[config.mk]
export PLATFORM = sky130hd
export DESIGN_NAME = life_generation_stencil_flat
export DESIGN_NICKNAME = d
export VERILOG_FILES = /design/src/rtl/lgs_pkg.sv /design/src/rtl/lgs_if.sv /design/src/rtl/lgs_ram.sv /design/src/rtl/life_generation_stencil.sv /design/src/flat_wrapper.sv
export SDC_FILE = /design/constraint.sdc
export NUM_CORES = 2
export LEC_CHECK = 0
export BUFFER_PORTS_ARGS = -buffer_cell sky130_fd_sc_hd__buf_2
export CAP_MARGIN = 20
export CORE_ASPECT_RATIO = 0.7
export CORE_MARGIN = 1
export CORE_UTILIZATION = 45
export CTS_CLUSTER_SIZE = 16
export DETAILED_ROUTE_END_ITERATION = 10
export GPL_TIMING_DRIVEN = 0
export PLACE_DENSITY = 0.57
export SLEW_MARGIN = 5
export SYNTH_ARGS = -nofsm -noshare
export SYNTH_HDL_FRONTEND = slang
export SYNTH_HIERARCHICAL = 1
export SYNTH_SLANG_ARGS = --single-unit
[constraint.sdc]
create_clock -name clock -period 14.5 [get_ports clock]
set_input_delay 0.725 -clock clock [delete_from_list [all_inputs] [get_ports clock]]
set_output_delay 0.725 -clock clock [all_outputs]
set_load 0.005 [all_outputs]
[src/rtl/lgs_pkg.sv]
// ----------------------------------------------------------------------------
// lgs_pkg
// Shared constants and the birth and survival rule of the Life generation
// stencil: register indexes, operation codes and field widths.
// ----------------------------------------------------------------------------
package lgs_pkg;

   localparam int MAX_COLS_DEFAULT = 640;
   localparam int MAX_ROWS_DEFAULT = 480;

   localparam int COLS_W    = 10;
   localparam int ROWS_W    = 9;
   localparam int CSR_IDX_W = 2;
   localparam int CSR_DAT_W = 10;
   localparam int CNT_W     = 4;
   localparam int CMP_W     = 14;

   localparam int COLS_RESET_VALUE = 640;
   localparam int ROWS_RESET_VALUE = 480;

   localparam logic [CSR_IDX_W-1:0] CSR_COLS_IN_USE = 2'd0;
   localparam logic [CSR_IDX_W-1:0] CSR_ROWS_IN_USE = 2'd1;

   localparam logic OP_CELL  = 1'b0;
   localparam logic OP_DRAIN = 1'b1;

   localparam logic [CNT_W-1:0] SURVIVE_LOW  = 4'd2;
   localparam logic [CNT_W-1:0] BIRTH_COUNT  = 4'd3;

   // B3/S23: a live cell stays with two or three neighbours, a dead one
   // comes alive with exactly three.
   function automatic logic life_rule(input logic centre, input logic [CNT_W-1:0] count);
      logic result;
      if (centre) begin
         result = (count == SURVIVE_LOW) || (count == BIRTH_COUNT);
      end else begin
         result = (count == BIRTH_COUNT);
      end
      return result;
   endfunction

endpackage

[src/rtl/lgs_if.sv]
// ----------------------------------------------------------------------------
// Life stencil channels
// Valid/ready channels for cell requests, results and register writes.
// ----------------------------------------------------------------------------
interface lgs_req_if import lgs_pkg::*; ();
   logic valid;
   logic ready;
   logic operation;
   logic cell_alive;

   modport source (output valid, output operation, output cell_alive, input ready);
   modport sink   (input valid, input operation, input cell_alive, output ready);
endinterface

interface lgs_rsp_if import lgs_pkg::*; ();
   logic              valid;
   logic              ready;
   logic              next_alive;
   logic [ROWS_W-1:0] row_index;
   logic [COLS_W-1:0] col_index;
   logic              frame_end;

   modport source (output valid, output next_alive, output row_index, output col_index,
                   output frame_end, input ready);
   modport sink   (input valid, input next_alive, input row_index, input col_index,
                   input frame_end, output ready);
endinterface

interface lgs_csr_if import lgs_pkg::*; ();
   logic                 valid;
   logic                 ready;
   logic [CSR_IDX_W-1:0] index;
   logic [CSR_DAT_W-1:0] wdata;

   modport source (output valid, output index, output wdata, input ready);
   modport sink   (input valid, input index, input wdata, output ready);
endinterface

[src/rtl/lgs_ram.sv]
// ----------------------------------------------------------------------------
// lgs_ram
// Simple dual-port RAM: one write port, one read port with registered data.
// ----------------------------------------------------------------------------
module lgs_ram #(
   parameter int WIDTH = 2,
   parameter int DEPTH = 640
) (
   input  logic                     clock,
   input  logic                     wr_en,
   input  logic [$clog2(DEPTH)-1:0] wr_addr,
   input  logic [WIDTH-1:0]         wr_data,
   input  logic                     rd_en,
   input  logic [$clog2(DEPTH)-1:0] rd_addr,
   output logic [WIDTH-1:0]         rd_data
);

   logic [WIDTH-1:0] mem_ff [DEPTH];
   logic [WIDTH-1:0] rd_data_ff;

   always_ff @(posedge clock) begin
      if (wr_en) begin
         mem_ff[wr_addr] <= wr_data;
      end
      if (rd_en) begin
         rd_data_ff <= mem_ff[rd_addr];
      end
   end

   assign rd_data = rd_data_ff;

endmodule

[src/rtl/life_generation_stencil.sv]
// ----------------------------------------------------------------------------
// life_generation_stencil
// One generation of the B3/S23 Life automaton over a raster-ordered grid,
// using a two-row line store and a 3x3 neighbourhood window.
//
//   Channel   Direction  Contents
//   req_chan  in         operation (cell or drain), cell_alive
//   rsp_chan  out        next_alive, row_index, col_index, frame_end
//   csr_chan  in         index (0 cols_in_use, 1 rows_in_use), wdata
//
// One request per clock is sustained while results are taken; a request is
// registered in the working stage, with the registered line-store read, and
// its result in the result register. Results trail the cells by one row plus
// one cell, so a frame needs cols_in_use + 1 drain requests. Reset is
// synchronous and needs no clearing pass: unwritten line-store entries only
// reach window rows that the edge masking hides. A stalled result holds the
// working stage; requests stop only then.
// ----------------------------------------------------------------------------
module life_generation_stencil
   import lgs_pkg::*;
#(
   parameter int MAX_COLS = MAX_COLS_DEFAULT,
   parameter int MAX_ROWS = MAX_ROWS_DEFAULT
) (
   input logic       clock,
   input logic       reset,
   lgs_req_if.sink   req_chan,
   lgs_rsp_if.source rsp_chan,
   lgs_csr_if.sink   csr_chan
);

   localparam int CI_W = $clog2(MAX_COLS);
   localparam int IR_W = $clog2(MAX_ROWS + 2);
   localparam int OR_W = $clog2(MAX_ROWS);

   localparam int COLS_RST_INT = (COLS_RESET_VALUE > MAX_COLS) ? MAX_COLS : COLS_RESET_VALUE;
   localparam int ROWS_RST_INT = (ROWS_RESET_VALUE > MAX_ROWS) ? MAX_ROWS : ROWS_RESET_VALUE;
   localparam logic [COLS_W-1:0] COLS_RST = COLS_W'(COLS_RST_INT);
   localparam logic [ROWS_W-1:0] ROWS_RST = ROWS_W'(ROWS_RST_INT);

   typedef struct packed {
      logic            alive;
      logic [CI_W-1:0] col;
      logic            emit;
      logic            last;
      logic            left_ok;
      logic            right_ok;
      logic            top_ok;
      logic            bot_ok;
      logic [OR_W-1:0] out_row;
      logic [CI_W-1:0] out_col;
   } stage_type;

   logic [COLS_W-1:0] cols_ff, cols_in;
   logic [ROWS_W-1:0] rows_ff, rows_in;
   logic [CI_W-1:0]   in_col_ff, in_col_in;
   logic [IR_W-1:0]   in_row_ff, in_row_in;
   logic [CI_W-1:0]   out_col_ff, out_col_in;
   logic [OR_W-1:0]   out_row_ff, out_row_in;
   logic              s1_valid_ff, s1_valid_in;
   stage_type         s1_ff, s1_in;
   logic [8:0]        window_ff, window_in;
   logic              rsp_valid_ff, rsp_valid_in;
   logic              next_alive_ff, next_alive_in;
   logic [ROWS_W-1:0] row_index_ff, row_index_in;
   logic [COLS_W-1:0] col_index_ff, col_index_in;
   logic              frame_end_ff, frame_end_in;

   logic              csr_wr;
   logic              csr_restart;
   logic              req_acc;
   logic              drain;
   logic              cells_done;
   logic              req_eff;
   logic              emit;
   logic              last;
   logic              in_wrap;
   logic              out_wrap;
   logic [CMP_W-1:0]  cols_cmp;
   logic [CMP_W-1:0]  rows_cmp;
   logic [CMP_W-1:0]  in_col_inc;
   logic [CMP_W-1:0]  out_col_inc;
   logic [CMP_W-1:0]  out_row_inc;
   logic              s1_adv;
   logic [1:0]        stored;
   logic [2:0]        newcol;
   logic [7:0]        neighbours;
   logic [CNT_W-1:0]  count;

   // Register writes; columns are clamped to the supported grid size, rows to it after dropping the top bit of wdata.
   assign csr_chan.ready = 1'b1;
   assign csr_wr         = csr_chan.valid && csr_chan.ready;
   assign csr_restart    = csr_wr && ((csr_chan.index == CSR_COLS_IN_USE) ||
                                      (csr_chan.index == CSR_ROWS_IN_USE));

   always_comb begin
      cols_in = cols_ff;
      rows_in = rows_ff;
      if (csr_wr) begin
         case (csr_chan.index)
            CSR_COLS_IN_USE: begin
               if (CMP_W'(csr_chan.wdata) < CMP_W'(2)) begin
                  cols_in = COLS_W'(2);
               end else if (CMP_W'(csr_chan.wdata) > CMP_W'(MAX_COLS)) begin
                  cols_in = COLS_W'(MAX_COLS);
               end else begin
                  cols_in = csr_chan.wdata[COLS_W-1:0];
               end
            end
            CSR_ROWS_IN_USE: begin
               if (CMP_W'(csr_chan.wdata[ROWS_W-1:0]) < CMP_W'(2)) begin
                  rows_in = ROWS_W'(2);
               end else if (CMP_W'(csr_chan.wdata[ROWS_W-1:0]) > CMP_W'(MAX_ROWS)) begin
                  rows_in = ROWS_W'(MAX_ROWS);
               end else begin
                  rows_in = csr_chan.wdata[ROWS_W-1:0];
               end
            end
            default: begin
            end
         endcase
      end
   end

   // Request side: position counters and the decision for each request.
   assign cols_cmp    = CMP_W'(cols_ff);
   assign rows_cmp    = CMP_W'(rows_ff);
   assign in_col_inc  = CMP_W'(in_col_ff) + CMP_W'(1);
   assign out_col_inc = CMP_W'(out_col_ff) + CMP_W'(1);
   assign out_row_inc = CMP_W'(out_row_ff) + CMP_W'(1);

   assign req_acc    = req_chan.valid && req_chan.ready;
   assign drain      = (req_chan.operation == OP_DRAIN);
   assign cells_done = CMP_W'(in_row_ff) >= rows_cmp;
   assign req_eff    = req_acc && (drain == cells_done);
   assign emit       = (CMP_W'(in_row_ff) >= CMP_W'(2)) ||
                       ((in_row_ff == IR_W'(1)) && (in_col_ff != '0));
   assign in_wrap    = in_col_inc >= cols_cmp;
   assign out_wrap   = out_col_inc >= cols_cmp;
   assign last       = (out_row_inc >= rows_cmp) && out_wrap;

   always_comb begin
      in_col_in  = in_col_ff;
      in_row_in  = in_row_ff;
      out_col_in = out_col_ff;
      out_row_in = out_row_ff;
      if (csr_restart) begin
         in_col_in  = '0;
         in_row_in  = '0;
         out_col_in = '0;
         out_row_in = '0;
      end else if (req_eff) begin
         if (in_wrap) begin
            in_col_in = '0;
            in_row_in = in_row_ff + IR_W'(1);
         end else begin
            in_col_in = CI_W'(in_col_inc);
         end
         if (emit) begin
            if (last) begin
               in_col_in  = '0;
               in_row_in  = '0;
               out_col_in = '0;
               out_row_in = '0;
            end else if (out_wrap) begin
               out_col_in = '0;
               out_row_in = OR_W'(out_row_inc);
            end else begin
               out_col_in = CI_W'(out_col_inc);
            end
         end
      end
   end

   // Working stage: line-store data arrives, window shifts, rule is applied.
   assign s1_adv         = s1_valid_ff && (!s1_ff.emit || !rsp_valid_ff || rsp_chan.ready);
   assign req_chan.ready = !s1_valid_ff || s1_adv;

   always_comb begin
      s1_in          = s1_ff;
      s1_valid_in    = s1_valid_ff;
      if (s1_adv) begin
         s1_valid_in = 1'b0;
      end
      if (req_eff) begin
         s1_valid_in    = 1'b1;
         s1_in.alive    = drain ? 1'b0 : req_chan.cell_alive;
         s1_in.col      = in_col_ff;
         s1_in.emit     = emit;
         s1_in.last     = last;
         s1_in.left_ok  = (out_col_ff != '0);
         s1_in.right_ok = !out_wrap;
         s1_in.top_ok   = (out_row_ff != '0);
         s1_in.bot_ok   = (out_row_inc < rows_cmp);
         s1_in.out_row  = out_row_ff;
         s1_in.out_col  = out_col_ff;
      end
   end

   lgs_ram #(
      .WIDTH (2),
      .DEPTH (MAX_COLS)
   ) u_line_store (
      .clock   (clock),
      .wr_en   (s1_adv),
      .wr_addr (s1_ff.col),
      .wr_data ({stored[0], s1_ff.alive}),
      .rd_en   (req_acc),
      .rd_addr (in_col_ff),
      .rd_data (stored)
   );

   // Window bit 3*column + row; the new column enters on the right.
   assign newcol    = {s1_ff.alive, stored[0], stored[1]};
   assign window_in = s1_adv ? {newcol, window_ff[8:3]} : window_ff;

   always_comb begin
      neighbours[0] = window_in[0] && s1_ff.left_ok && s1_ff.top_ok;
      neighbours[1] = window_in[1] && s1_ff.left_ok;
      neighbours[2] = window_in[2] && s1_ff.left_ok && s1_ff.bot_ok;
      neighbours[3] = window_in[3] && s1_ff.top_ok;
      neighbours[4] = window_in[5] && s1_ff.bot_ok;
      neighbours[5] = window_in[6] && s1_ff.right_ok && s1_ff.top_ok;
      neighbours[6] = window_in[7] && s1_ff.right_ok;
      neighbours[7] = window_in[8] && s1_ff.right_ok && s1_ff.bot_ok;
      count = '0;
      for (int i = 0; i < 8; i++) begin
         count = count + CNT_W'(neighbours[i]);
      end
   end

   // Result register.
   always_comb begin
      rsp_valid_in  = rsp_valid_ff && !rsp_chan.ready;
      next_alive_in = next_alive_ff;
      row_index_in  = row_index_ff;
      col_index_in  = col_index_ff;
      frame_end_in  = frame_end_ff;
      if (s1_adv && s1_ff.emit) begin
         rsp_valid_in  = 1'b1;
         next_alive_in = life_rule(window_in[4], count);
         row_index_in  = ROWS_W'(s1_ff.out_row);
         col_index_in  = COLS_W'(s1_ff.out_col);
         frame_end_in  = s1_ff.last;
      end
   end

   assign rsp_chan.valid      = rsp_valid_ff;
   assign rsp_chan.next_alive = next_alive_ff;
   assign rsp_chan.row_index  = row_index_ff;
   assign rsp_chan.col_index  = col_index_ff;
   assign rsp_chan.frame_end  = frame_end_ff;

   always_ff @(posedge clock) begin
      if (reset) begin
         cols_ff      <= COLS_RST;
         rows_ff      <= ROWS_RST;
         in_col_ff    <= '0;
         in_row_ff    <= '0;
         out_col_ff   <= '0;
         out_row_ff   <= '0;
         s1_valid_ff  <= 1'b0;
         window_ff    <= '0;
         rsp_valid_ff <= 1'b0;
      end else begin
         cols_ff      <= cols_in;
         rows_ff      <= rows_in;
         in_col_ff    <= in_col_in;
         in_row_ff    <= in_row_in;
         out_col_ff   <= out_col_in;
         out_row_ff   <= out_row_in;
         s1_valid_ff  <= s1_valid_in;
         window_ff    <= window_in;
         rsp_valid_ff <= rsp_valid_in;
      end
   end

   always_ff @(posedge clock) begin
      s1_ff         <= s1_in;
      next_alive_ff <= next_alive_in;
      row_index_ff  <= row_index_in;
      col_index_ff  <= col_index_in;
      frame_end_ff  <= frame_end_in;
   end

   // The output column never reaches the row width.
   assert property (@(posedge clock) disable iff (reset)
      CMP_W'(out_col_ff) < cols_cmp)
      else $error("output column outside the grid");

   // The input row counter never exceeds rows_in_use + 1.
   assert property (@(posedge clock) disable iff (reset)
      CMP_W'(in_row_ff) <= rows_cmp + CMP_W'(1))
      else $error("input row counter ran past the flush");

   // The last result of a frame restarts every position counter.
   assert property (@(posedge clock) disable iff (reset)
      (req_eff && emit && last && !csr_wr) |=>
         (in_col_ff == '0) && (in_row_ff == '0) && (out_col_ff == '0) && (out_row_ff == '0))
      else $error("frame end did not restart the counters");

   // A frame-end result lies on the last column of the grid.
   assert property (@(posedge clock) disable iff (reset)
      (rsp_valid_ff && frame_end_ff) |->
         (CMP_W'(col_index_ff) + CMP_W'(1) == cols_cmp))
      else $error("frame end away from the last column");

endmodule
[src/flat_wrapper.sv]
// flat-port wrapper written by rule: the top's interface ports become plain ports
module life_generation_stencil_flat import lgs_pkg::*;
#(
   parameter int MAX_COLS = MAX_COLS_DEFAULT,
   parameter int MAX_ROWS = MAX_ROWS_DEFAULT
)
  (clock, reset, req_chan_valid, req_chan_operation, req_chan_cell_alive, req_chan_ready, rsp_chan_valid, rsp_chan_next_alive, rsp_chan_row_index, rsp_chan_col_index, rsp_chan_frame_end, rsp_chan_ready, csr_chan_valid, csr_chan_index, csr_chan_wdata, csr_chan_ready);
  lgs_req_if req_chan_i ();
  lgs_rsp_if rsp_chan_i ();
  lgs_csr_if csr_chan_i ();
  input logic clock;
  input logic reset;
  input wire logic [$bits(req_chan_i.valid)-1:0] req_chan_valid;
  input wire logic [$bits(req_chan_i.operation)-1:0] req_chan_operation;
  input wire logic [$bits(req_chan_i.cell_alive)-1:0] req_chan_cell_alive;
  output wire logic [$bits(req_chan_i.ready)-1:0] req_chan_ready;
  output wire logic [$bits(rsp_chan_i.valid)-1:0] rsp_chan_valid;
  output wire logic [$bits(rsp_chan_i.next_alive)-1:0] rsp_chan_next_alive;
  output wire logic [$bits(rsp_chan_i.row_index)-1:0] rsp_chan_row_index;
  output wire logic [$bits(rsp_chan_i.col_index)-1:0] rsp_chan_col_index;
  output wire logic [$bits(rsp_chan_i.frame_end)-1:0] rsp_chan_frame_end;
  input wire logic [$bits(rsp_chan_i.ready)-1:0] rsp_chan_ready;
  input wire logic [$bits(csr_chan_i.valid)-1:0] csr_chan_valid;
  input wire logic [$bits(csr_chan_i.index)-1:0] csr_chan_index;
  input wire logic [$bits(csr_chan_i.wdata)-1:0] csr_chan_wdata;
  output wire logic [$bits(csr_chan_i.ready)-1:0] csr_chan_ready;
  assign req_chan_i.valid = req_chan_valid;
  assign req_chan_i.operation = req_chan_operation;
  assign req_chan_i.cell_alive = req_chan_cell_alive;
  assign req_chan_ready = req_chan_i.ready;
  assign rsp_chan_valid = rsp_chan_i.valid;
  assign rsp_chan_next_alive = rsp_chan_i.next_alive;
  assign rsp_chan_row_index = rsp_chan_i.row_index;
  assign rsp_chan_col_index = rsp_chan_i.col_index;
  assign rsp_chan_frame_end = rsp_chan_i.frame_end;
  assign rsp_chan_i.ready = rsp_chan_ready;
  assign csr_chan_i.valid = csr_chan_valid;
  assign csr_chan_i.index = csr_chan_index;
  assign csr_chan_i.wdata = csr_chan_wdata;
  assign csr_chan_ready = csr_chan_i.ready;
  life_generation_stencil #(.MAX_COLS(MAX_COLS), .MAX_ROWS(MAX_ROWS)) u_core (.clock(clock), .reset(reset), .req_chan(req_chan_i), .rsp_chan(rsp_chan_i), .csr_chan(csr_chan_i));
endmodule
# ---- Word-level counts from Yosys, hierarchy flattened
# Memory sizes are Yosys's and may differ from the RTL's. A register that Yosys moved wholly into a read port is not among the register bits.
# Cells that the tools add are included.
dict set report totals {
  in_bits 19
  ramBits 1280
  rom_bits 0
  register_bits 125
  latch_bits 0
  memories 1
  wordCells 113
  output_inout_bits 24
}
# memory words word_bits rd rd_clocked_by_memory_dff wr line_no
set memory_table {}
lappend memory_table {u_core.u_line_store.mem_ff 640 2 1 1 1 lgs_ram.sv:18} ;# logic [WIDTH-1:0] mem_ff [DEPTH];
dict set report op_classes {
  n_shift 0
  n_reduce_logical 42
  bitwise_logic 0
  magnitude_cmp 10
  mul 0
  n_eq_ne 5
  add_sub_neg 11
  div 0
  n_mux 21
}
# operator n
set op_table {}
lappend op_table {{9-bit two-way mux} 8}
lappend op_table {{10-bit two-way mux} 7}
lappend op_table {{14-bit by 10-bit >= comparator with 1-bit output} 2}
lappend op_table {{4-bit by 1-bit adder with 4-bit output} 6}
lappend op_table {{10-bit by 1-bit adder with 11-bit output (second input constant)} 2}
lappend op_table {{1-bit logical AND} 20}
lappend op_table {{10-bit nonzero test} 2}
lappend op_table {{14-bit by 9-bit >= comparator with 1-bit output} 1}
lappend op_table {{14-bit by 9-bit less-than comparator with 1-bit output} 1}
lappend op_table {{9-bit by 1-bit adder with 10-bit output (second input constant)} 1}
lappend op_table {{10-bit > comparator (second input constant)} 1}
lappend op_table {{10-bit by 2-bit less-than comparator with 1-bit output (second input constant)} 1}
lappend op_table {{9-bit by 1-bit adder with 9-bit output (second input constant)} 1}
lappend op_table {{9-bit by 1-bit == test with 1-bit output (second input constant)} 1}
lappend op_table {{9-bit by 2-bit >= comparator with 1-bit output (second input constant)} 1}
lappend op_table {{9-bit >= comparator} 1}
lappend op_table {{9-bit > comparator (second input constant)} 1}
lappend op_table {{9-bit by 2-bit less-than comparator with 1-bit output (second input constant)} 1}
lappend op_table {{9-bit nonzero test} 1}
lappend op_table {{4-bit by 2-bit == test with 1-bit output (second input constant)} 2}
lappend op_table {{1-bit logical OR} 6}
lappend op_table {{1-bit two-way mux} 6}
lappend op_table {{2-bit AND reduction} 3}
lappend op_table {{1-bit zero test} 5}
lappend op_table {{7 further kinds} 8}

# ---- Longest topological paths before layout
dict set report depth {
  depth_word 17
  depth_mapped 15
  depth_no_buf 13
}

# ---- Cells and area by module
# The synthesis kept the hierarchy.
# mod area_each_um2 n_inst cells_each seq_area_each_um2
set modules_own_cells {}
lappend modules_own_cells {lgs_ram 53049.6 1 3048 38496.9}
lappend modules_own_cells {life_generation_stencil 6389.9 1 626 3072.9}

# ---- Worst setup path before layout
# Ideal clock, no wire load.
dict set report synth_timing {
  path_kind {register -> register}
  from {register u_core.u_line_store.rd_data_ff[0] (netlist: u_core/u_line_store/rd_data[0]), read port of u_core.u_line_store.mem_ff}
  to {register u_core.next_alive_ff (netlist: u_core/rsp_chan.next_alive) (data pin)}
  path_stages_with_launch 10
  setup_slack_ps 3769
  arrival_time_ps 10475
  required_ps 14244
  period_less_slack_ps 10731
  n_path_buf 0
  path_cell_list {edfxtp_1 mux2i_1 nor2b_1 fa_1 fa_1 ha_1 fa_1 nand3_1 o21ai_0 o211a_1}
}
dict set report synth_via {
  elab_chain_cells 7
  elab_cells_between_ends 8
  classes_between {2 x add/sub; 2 x eq/ne; 2 x mux; 2 x reduce/logical}
}
# element line_no
set synth_lines {}
lappend synth_lines {{start: declaration} lgs_ram.sv:19} ;# logic [WIDTH-1:0] rd_data_ff;
lappend synth_lines {{9-bit two-way mux *} life_generation_stencil.sv:215} ;# assign window_in = s1_adv ? {newcol, window_ff[8:3]} : window_ff;
lappend synth_lines {{1-bit logical AND *} life_generation_stencil.sv:224} ;# neighbours[6] = window_in[7] && s1_ff.right_ok;
lappend synth_lines {{4-bit by 1-bit adder with 4-bit output * (2 in series)} life_generation_stencil.sv:228} ;# count = count + CNT_W'(neighbours[i]);
lappend synth_lines {{4-bit by 2-bit == test with 1-bit output, on equally long branches} {lgs_pkg.sv:35, lgs_pkg.sv:37}}
lappend synth_lines {{1-bit logical OR} lgs_pkg.sv:35} ;# result = (count == SURVIVE_LOW) || (count == BIRTH_COUNT);
lappend synth_lines {{1-bit two-way mux *} lgs_pkg.sv:34} ;# if (centre) begin
lappend synth_lines {{end signal: assignment} life_generation_stencil.sv:280} ;# next_alive_ff <= next_alive_in;
lappend synth_lines {{end: declaration} life_generation_stencil.sv:64} ;# logic next_alive_ff, next_alive_in;
# Every way passes the cells marked *; elsewhere a longest branch is shown, timed or not.
# A chain may end at the register's enable or synchronous reset.

==> summary.txt <==
Status
  – Outcome: complete, no violations

Detailed routing
  – DR pass1 iterations: 6
  – Routed via count: ~38000
  – Drc violations: 0
  – Drt via density: 6.50
  – Routed Antenna Nets: 0
  – Initial detailed-routing violation count: 7156
  – Wire per inst: 36.2 µm
  – Drt total wl: between 200000 and 250000 µm

GRT
  – Gr usage total: 31.5%
  – Vias in the first global route: 35100
  – Gr ovfl total: 0
  – Antenna violations before repair: 7
  – Largest net degree at the start of global routing: 32
  – First-pass GRT wire length: 287000 µm

Power
  – Tot Pwr: between 8000 and 9000 µW
  – Leak: 0.0212 µW
  – Max VDD drop: 0.105 mV
  – Power Dens Cells: 124 nW/µm²

Layout
  – Layout area overhead: 15.1%
  – Share of layout cells above drive strength 1: 18.9%
  – Non-Filler Instances: 5817
  – Total Nets Final: between 4000 and 5000

Min path
  – Hold path endpoint: u_core/cols_ff[3]$_SDFFE_PP0P_
  – Hold Startpoint: csr_chan_wdata[3]
  – WHS Path Cells: 3
  – Worst hold path class: in -> reg

STA
  – Headroom to the max-slew limit: 9.72%
  – WHS: 0.248 ns
  – Period minus WS final: 5.77 ns
  – FMAX: 0.173 GHz
  – RSZ-0062 raised after global routing: no
  – Clock Skews: 0.0240 ns
  – Final Setup Violations: 0
  – Final Hold Fails: 0
  – Pins Over Slew Limit: 0
  – Tightest Pin Transition: roughly 1.4 ns
  – Final worst path period share: between 30% and 40%

Critical path
  – Buf/Inv on CP: 2
  – Crit path largest cell delay: approximately 1 ns
  – Crit path kind: reg -> reg
  – Worst path slowest cell: dfxtp_1
  – Critical register-to-register path startpoint: u_core/in_col_ff[2]$_SDFFE_PP0P_
  – Delay-heaviest family, CP: compound AO/OA/AOI/OAI gates
  – Kind of end point of the critical path: register
  – RR Endpoint: u_core/u_line_store/rd_data[0]$_DFFE_PP_
  – CP required: around 15 ns
  – Worst reg-to-reg setup slack: about 8.7 ns
  – CP startpoint: u_core/in_col_ff[2]$_SDFFE_PP0P_
  – CP Launch Type: register
  – Crit path DAT: 6.21 ns
  – Crit-path cells: buf_2 > buf_1 > nand2_1 > o22ai_1 > o211ai_1 > a41oi_1 > o41ai_1 > a311oi_1 > nor4_1
  – R2r worst-path depth: 9
  – Maximum fanout along the worst path: 14

Yosys
  – Synthesized cell area: 59400 µm²
  – Syn avg cell area: 16.2 µm²
  – Syn. warnings: 6
  – Synth async-reset ratio: 0%
  – #FFs+latches synth: between 1000 and 1500
  – Post-Syn Nets: 3747
  – Number of synthesized flops with an enable pin: ~1300
  – Unique masters post-synth: slightly above 100
  – Sequential fraction of the synthesis area: approximately 70%
  – Main synth FF type: edfxtp_1
  – Syn Inst Count: 3674

Clocking
  – Worst-Skew Late Latency: 0.78 ns
  – CTS tree: built
  – TritonCTS Buffers: 138
  – Root buf cell: clkbuf_16
  – Clock Tree Buf Depth: 3
  – Clock sink count: around 1400
  – # hold bufs at CTS: 0
  – Total number of H-tree levels: 4
  – Post-cts sizing count: 0
  – # Post-CTS Setup Buffers: 0
  – Worst-path clk slew: 0.07 ns

Floorplanning
  – Die ar.: 134000 µm²
  – DIE WIDTH: 436 µm
  – Rows: 111
  – Die Height: ~310 µm
  – Core Region: 131000 µm²
  – Initial Utilization: roughly 45%
  – I/O pins: 43

Placement
  – Routability cong.: 0.958
  – DP Cell Count: 5561
  – Port Buf Inserts: 41
  – Detailed Place HPWL: around 150000 µm

Job
  – MaxCap Viol Count: 0
cells by family (layout without fill, tap and decap cells):
family	after synthesis	count (layout)	share of synthesized area, %
flops	1407	1407	69.9
compound gates	344	344	4.13
other cells	1	12	0.00631
buf+inv	288	669	2.85
xor+xnor	23	23	0.339
fa+ha+maj	54	54	1.19
mux	412	412	13.2
simple gates	1145	1145	8.36
tightest hold or removal path, cell delays in order:
cell and delay, ns:
buf_2 0.10, a22oi_1 0.06, nor2_1 0.07
worst max-delay path by stage:
stage | endpoint | slack [ns] | cells past startpoint
after detailed placement | u_core/u_line_store/rd_data[0]$_DFFE_PP_ | 9.17 | 9
after global routing | u_core/u_line_store/rd_data[0]$_DFFE_PP_ | 8.94 | 9
final | u_core/u_line_store/rd_data[0]$_DFFE_PP_ | 8.73 | 9
after floorplan | u_core/rsp_chan.next_alive$_DFFE_PP_ | 3.77 | 9
after CTS | u_core/u_line_store/rd_data[0]$_DFFE_PP_ | 9.17 | 9
after global placement | u_core/rsp_chan.next_alive$_DFFE_PP_ | -4.23 | 9
through the flow:
step / setup TNS [ns] / utilization [%] / area (µm²) / setup WS (ns)
4_1_cts: 0 / 52.2 / 68300 / 9.17
6_report: 0 / 52.2 / 68400 / 8.73
3_3_place_gp: -4033.97 / 47.2 / 61800 / -4.23
2_1_floorplan: 0 / - / 59400 / 3.77
3_5_place_dp: 0 / 48.8 / 63900 / 9.17
5_1_grt: 0 / 52.2 / 68400 / 8.94
cell type report:
class | instances | area (µm²)
inverters | 38 | 143
clock inverters | 72 | 772
fillers | 10700 | 62600
flip-flops and latches | 1407 | 41600
repair buffers | 137 | 2230
diodes | 11 | 27.5
clock buffers | 172 | 3710
well taps | 1751 | 2190
plain buffers | 250 | 1560
multi-input cells | 1979 | 16200
power by group:
part / internal, µW / switching (µW) / leakage, µW
combinational: 143 / 239 / 0.00642
sequential: 4460 / 7.05 / 0.0126
clock: 2080 / 1570 / 0.00219
sequential cells by signal, indices dropped and copies added, names as in the netlist:
register and flops:
u_core/window_ff 9, u_core/cols_ff 10, u_core/in_col_ff 10, u_core/rsp_chan.row_index 9
u_core/in_row_ff 9, u_core/u_line_store/rd_data 2, u_core/out_row_ff 9, u_core/s1_ff 35
u_core/out_col_ff 10, u_core/rsp_chan.col_index 10, u_core/rsp_chan.valid 1, u_core/rows_ff 9
u_core/newcol 1, u_core/rsp_chan.frame_end 1, u_core/rsp_chan.next_alive 1, u_core/u_line_store/mem_ff 1280
u_core/s1_valid_ff 1
Yosys cell counts (25+ instances only):
library cell / count / area (µm²)
edfxtp_1: 1339 / 40200
nor2_1: 726 / 2730
mux4_2: 264 / 5950
nand2_1: 143 / 537
clkbuf_1: 117 / 439
mux2i_1: 104 / 1040
nand3_1: 90 / 450
a21oi_1: 80 / 400
dfxtp_1: 68 / 1360
ha_1: 50 / 626
a22oi_1: 41 / 308
buf_2: 40 / 200
inv_1: 35 / 131
o21ai_0: 31 / 155
buf_1: 28 / 105
nor2b_1: 28 / 175
o22ai_1: 28 / 175
nor3_1: 25 / 125
per-layer routing:
metal / vias up / track usage, % / routed length, µm
met5: - / 0 / 159
met4: 4 / 10.1 / 6970
met3: 381 / 11.2 / 33600
met2: 2988 / 41.0 / 83100
met1: 19600 / 48.4 / 86700
li1: 14900 / - / -
placed cells by master, fill, tap and decap left out, types with 14 or more instances in the layout:
master	n
mux2_2	17
nor2_1	725
nor3_1	24
edfxtp_1	1339
o211ai_1	15
buf_16	50
nand3_1	89
mux2i_1	104
clkinv_1	23
nand2_1	143
a31oi_1	17
clkbuf_16	143
dfxtp_1	68
buf_2	82
nor2b_1	28
bufinv_16	15
clkbuf_1	139
ha_1	50
nand4_1	24
buf_1	27
mux4_1	24
clkinv_2	21
inv_1	35
mux4_2	264
buf_12	14
buf_8	44
buf_4	20
o22ai_1	28
o21ai_0	31
a22oi_1	41
buf_6	29
a21oi_1	80
(Power assumes the default switching activity.)
